<file path="src/rtl/core/bmf_pkg.sv">
// bmf_pkg: shared constants for the box mean filter
// no dependencies; used by bmf_div, box_mean_filter_clipped_edges, bmf_checker and tb
package bmf_pkg;

  localparam int unsigned MAX_RADIUS_DEF = 8;
  localparam int unsigned MAX_WIDTH_DEF  = 1024;
  localparam int unsigned MAX_HEIGHT_DEF = 1024;

  localparam int unsigned NUM_CH  = 3;
  localparam int unsigned CH_W    = 16;
  localparam int unsigned POS_W   = 10;
  localparam int unsigned CFG_IDX_W = 2;
  localparam int unsigned CFG_DAT_W = 11;

  // configuration register indexes
  localparam logic [CFG_IDX_W-1:0] CFG_RADIUS = 2'd0;
  localparam logic [CFG_IDX_W-1:0] CFG_WIDTH  = 2'd1;
  localparam logic [CFG_IDX_W-1:0] CFG_HEIGHT = 2'd2;

endpackage

</file>
<file path="src/rtl/core/bmf_div.sv">
// bmf_div: three restoring dividers sharing one step counter and divisor
// depends on bmf_pkg
module bmf_div #(
  parameter int unsigned NUM_W = 27,
  parameter int unsigned DEN_W = 10
) (
  input  logic                                   clk_i,
  input  logic                                   rst_ni,
  input  logic                                   start_i,
  input  logic [bmf_pkg::NUM_CH-1:0][NUM_W-1:0]  num_i,
  input  logic [DEN_W-1:0]                       den_i,
  output logic                                   done_o,
  output logic [bmf_pkg::NUM_CH-1:0][NUM_W-1:0]  quo_o
);

  localparam int unsigned CNT_W = $clog2(NUM_W + 1);

  logic [bmf_pkg::NUM_CH-1:0][NUM_W-1:0] num_q;
  logic [bmf_pkg::NUM_CH-1:0][DEN_W:0]   rem_q;
  logic [DEN_W-1:0]                      den_q;
  logic [CNT_W-1:0]                      cnt_q;
  logic                                  done_q;

  always_ff @(posedge clk_i or negedge rst_ni) begin
    logic [DEN_W:0] sh;
    if (!rst_ni) begin
      cnt_q  <= '0;
      done_q <= 1'b0;
      num_q  <= '0;
      rem_q  <= '0;
      den_q  <= '0;
    end else begin
      done_q <= 1'b0;
      if (start_i) begin
        num_q <= num_i;
        rem_q <= '0;
        den_q <= den_i;
        cnt_q <= CNT_W'(NUM_W);
      end else if (cnt_q != '0) begin
        for (int c = 0; c < bmf_pkg::NUM_CH; c++) begin
          sh = {rem_q[c][DEN_W-1:0], num_q[c][NUM_W-1]};
          if (sh >= {1'b0, den_q}) begin
            rem_q[c] <= sh - {1'b0, den_q};
            num_q[c] <= {num_q[c][NUM_W-2:0], 1'b1};
          end else begin
            rem_q[c] <= sh;
            num_q[c] <= {num_q[c][NUM_W-2:0], 1'b0};
          end
        end
        cnt_q <= cnt_q - CNT_W'(1);
        if (cnt_q == CNT_W'(1)) done_q <= 1'b1;
      end
    end
  end

  assign done_o = done_q;
  assign quo_o  = num_q;

endmodule

</file>
<file path="config.mk">
export PLATFORM = sky130hd
export DESIGN_NAME = bmf_div
export DESIGN_NICKNAME = d
export VERILOG_FILES = /design/src/rtl/core/bmf_pkg.sv /design/src/rtl/core/bmf_div.sv
export SDC_FILE = /design/constraint.sdc
export NUM_CORES = 1
export LEC_CHECK = 0
export BUFFER_PORTS_ARGS = -buffer_cell sky130_fd_sc_hd__buf_4
export CELL_PAD_IN_SITES_DETAIL_PLACEMENT = 0
export CELL_PAD_IN_SITES_GLOBAL_PLACEMENT = 1
export CORE_UTILIZATION = 44
export CTS_CLUSTER_DIAMETER = 100
export CTS_CLUSTER_SIZE = 28
export DETAILED_ROUTE_END_ITERATION = 16
export PLACE_DENSITY = 0.92
export SLEW_MARGIN = 20
export SYNTH_ARGS = -nofsm -noshare
export SYNTH_HDL_FRONTEND = slang
export SYNTH_SLANG_ARGS = --single-unit
</file>
<file path="constraint.sdc">
create_clock -name clk_i -period 5.1 [get_ports clk_i]
set_clock_uncertainty 0.15 [all_clocks]
set_input_delay 0.765 -clock clk_i [delete_from_list [all_inputs] [get_ports clk_i]]
set_output_delay 0.765 -clock clk_i [all_outputs]
set_load 0.03 [all_outputs]
</file>
==> key figures <==
Finish
  – Fin nets: 1040
  – Layout cell share with drive strength beyond 1: 0.247
  – Seq. cell area: 3180 sq um
  – Post-Route Utilization: 0.583
  – FILL cells: 1471
  – Multi-input gate area: 3800 sq um
  – Area Overhead vs Synth: 28.5%
  – N_diodes: 0

Clock tree
  – H-Tree Level Count: 4
  – CTS clock-pin slew for the worst setup and hold paths: 60 ps
  – CTS Buffer Depth: 2
  – Post-CTS sizing: 0
  – CTS Root Cell: clkbuf_16
  – Later-pin clock latency in the skew report: 420 ps
  – CTS tree: done
  – CTS Hold Bufs: 0
  – Sinks on Clock Net: 127
  – CTS Buf Count: 17
  – Postcts setup bufs: 0

Timing
  – Hold Fails Final Rpt: 0
  – Worst Tran Pin Value: 837 ps
  – Setup WS post-layout: 2430 ps
  – Worst slew margin: 0.442
  – Max-slew violations: 0
  – Final min period: 2670 ps
  – Max frequency: 0.375 GHz
  – Setup TNS: 0 ps
  – Finish-stage setup viols: 0
  – Final Cycle Share: 0.523
  – RSZ-0062 raised after global routing: false

Critical path
  – Slowest stage delay, CP: 520 ps
  – Largest fanout on the critical path: 9
  – Worst Path Arrival: 2830 ps
  – Critical Path Sink Type: flip-flop
  – Cell Chain, Critical Path: inv_1, ha_1, o211ai_1, a21oi_2, o31ai_1, o21ai_2, mux2i_1, a211oi_1
  – CP Buf/Inv Count: 1
  – Kind of critical path: flip-flop to flip-flop
  – Worst setup SP type: flip-flop
  – Top delay family on crit path: compound AO/OA/AOI/OAI gates
  – Critical-path top delay cell: o31ai_1
  – CP required: 5260 ps

Synth
  – Asr flop ratio synth: 1.00
  – Syn Area/Cell: 9.64 sq um
  – Sequential-to-total area share from yosys stat: 0.437
  – Post-synth top area cell: dfrtp_1
  – Synth area leaders: dfrtp_1, mux2i_1, o21ai_0
  – Cells after Synth: 754
  – Count leader, synth: dfrtp_1
  – Yosys cell types: 57
  – Mapped Area: 7270 sq um
  – Number of synthesized flops with an enable pin: 0
  – Top_reg_cell synth: dfrtp_1
  – Syn Nets: 884
  – Yosys reg bits: 127
  – Share of the synthesized area in the top cell type: 0.437
  – Synth cell count leaders: dfrtp_1, nand2_1, o21ai_0
  – Syn. warnings: 0

Power
  – Psw: 0.00163 W
  – Clock power share: 0.300
  – Sw frac: 0.373
  – Max IR drop VDD: 0.284 mV
  – Reg power frac: 0.308
  – Part of the power in combinational logic: 0.391
  – Internal power: 0.00274 W
  – Static leakage: 4.20 nW
  – Cell Pwr Density: 468 nW/um^2
  – Power Total: 0.00437 W

Global routing
  – GR met3 Demand/Resource: 0.0753
  – Global-route wire length before repair: 30.8 mm
  – Antenna violations before repair: 0
  – Vias in the first global route: 6015
  – GR Util met2: 0.355
  – GR Overflow Total: 0
  – Gr usage total: 0.232
  – Largest net degree at the start of global routing: 129
  – Gr busiest metal: met2
  – M1 GR Usage: 0.314

Floorplan
  – Core area: 16000 sq um
  – IO Pins: 176
  – FP Rows: 46
  – Die W: 131 um
  – Die Area: 17000 sq um
  – Initial Util: 0.454
  – DIE HEIGHT: 131 um

Placement
  – Port Buffers: 175
  – Post-DP HPWL: 12.9 mm
  – Post-Place Worst Slack: 2440 ps
  – Routability congestion estimate: 0.840

Drt
  – Vias per cell: 5.34
  – First DRT Iteration DRCs: 358
  – Via Count: 6081
  – Pre-Repair DR Iteration Count: 4
  – Avg WL per Cell: 16.5 um
  – Routed wire length: 18.8 mm
  – Number of nets still failing antenna checks after routing: 0
  – DRC violation count after routing: 0

Worst hold path
  – Worst min-delay path category: primary input to asynchronous set/reset pin

Run
  – Max cap viols: 0

Status
  – Status: finished, final reports clean
## path summary, 6_finish.rpt
kind,startpoint,to,slack (ps),cells after the start
setup reg to reg,den_q[2],rem_q[16],2430,8
hold reg to reg,cnt_q[1],cnt_q[1],360,1
hold / removal,rst_ni,cnt_q[4],250,1
min in group clk_i,cnt_q[1],cnt_q[1],360,1
max in group asynchronous,rst_ni,quo_o[70],3490,2
setup / recovery,den_q[2],rem_q[16],2430,8
## metal layers
| layer | wire (um) | share of wire | vias to the layer above |
|---|---|---|---|
| met3 | 1380 | 0.073 | 22 |
| met5 | 0 | 0 | - |
| met1 | 8560 | 0.46 | 2886 |
| li1 | - | - | 3012 |
| met4 | 271 | 0.014 | 0 |
| met2 | 8550 | 0.46 | 161 |
## cell type report
class                           count  area share
Tap cell                          216      0.0290
Sequential cell                   127       0.340
Multi-Input combinational cell    562       0.407
Inverter                           22     0.00885
Clock buffer                       17      0.0456
Timing Repair Buffer              180       0.147
Clock inverter                     15      0.0221
## through the flow
stage / instance area (sq um) / hold WS (ps) / std cells
after floorplan: 7270 / 319 / 754
after global placement: 8700 / 343 / 1107
after detailed placement: 8700 / 352 / 1107
after CTS: 9340 / 298 / 1139
after global routing: 9340 / 345 / 1139
final: 9340 / 245 / 1139
## registers in the layout, indices dropped and copies added, names as in the netlist
register,cells
rem_q,30
cnt_q,5
quo_o,81
done_o,1
den_q,10
## worst register-to-register path, stage by stage (launching register included)
cell	delay, ps
dfrtp_1	360
inv_1	140
ha_1	330
o211ai_1	230
a21oi_2	70
o31ai_1	520
o21ai_2	300
mux2i_1	190
a211oi_1	280
## power groups by stage
| stage | Combinational, W | Sequential (W) | Clock [W] |
|---|---|---|---|
| after detailed placement | 0.00170 | 0.00136 | 0 |
| after floorplan | 0.00117 | 0.00145 | 0 |
| after global routing | 0.00190 | 0.00137 | 0.00138 |
| final | 0.00171 | 0.00135 | 0.00131 |
| after global placement | 0.00169 | 0.00136 | 0 |
| after CTS | 0.00171 | 0.00134 | 0.00134 |
## logic make-up after synthesis
logic type               share of synthesized area
multiplexers                                 0.131
XOR/XNOR                                    0.0229
flip-flops                                   0.437
AND/OR/NAND/NOR                              0.127
AO/OA/AOI/OAI                                0.176
buffers and inverters                       0.0405
adder cells (fa/ha/maj)                     0.0651
## cell usage in the layout, fill, tap and decap left out, drive strengths merged, types with 3 or more instances in the layout
master and n:
a21o 7, nand3b 3, o211ai 3, nor2 32, fa 3, nor4 5
nand4 5, a211o 4, dfrtp 127, a311oi 4, nor2b 6, o31ai 5
buf 180, nor3b 3, a31oi 3, clkbuf 17, a211oi 17, o21ai 112
xor2 6, a21oi 28, nand2b 8, xnor2 13, bufinv 4, inv 27
a2111oi 3, nand2 120, ha 33, o21bai 3, nand3 9, clkinv 4
mux2i 94, nor3 11
Note: power is estimated with default switching activity, not from simulation.
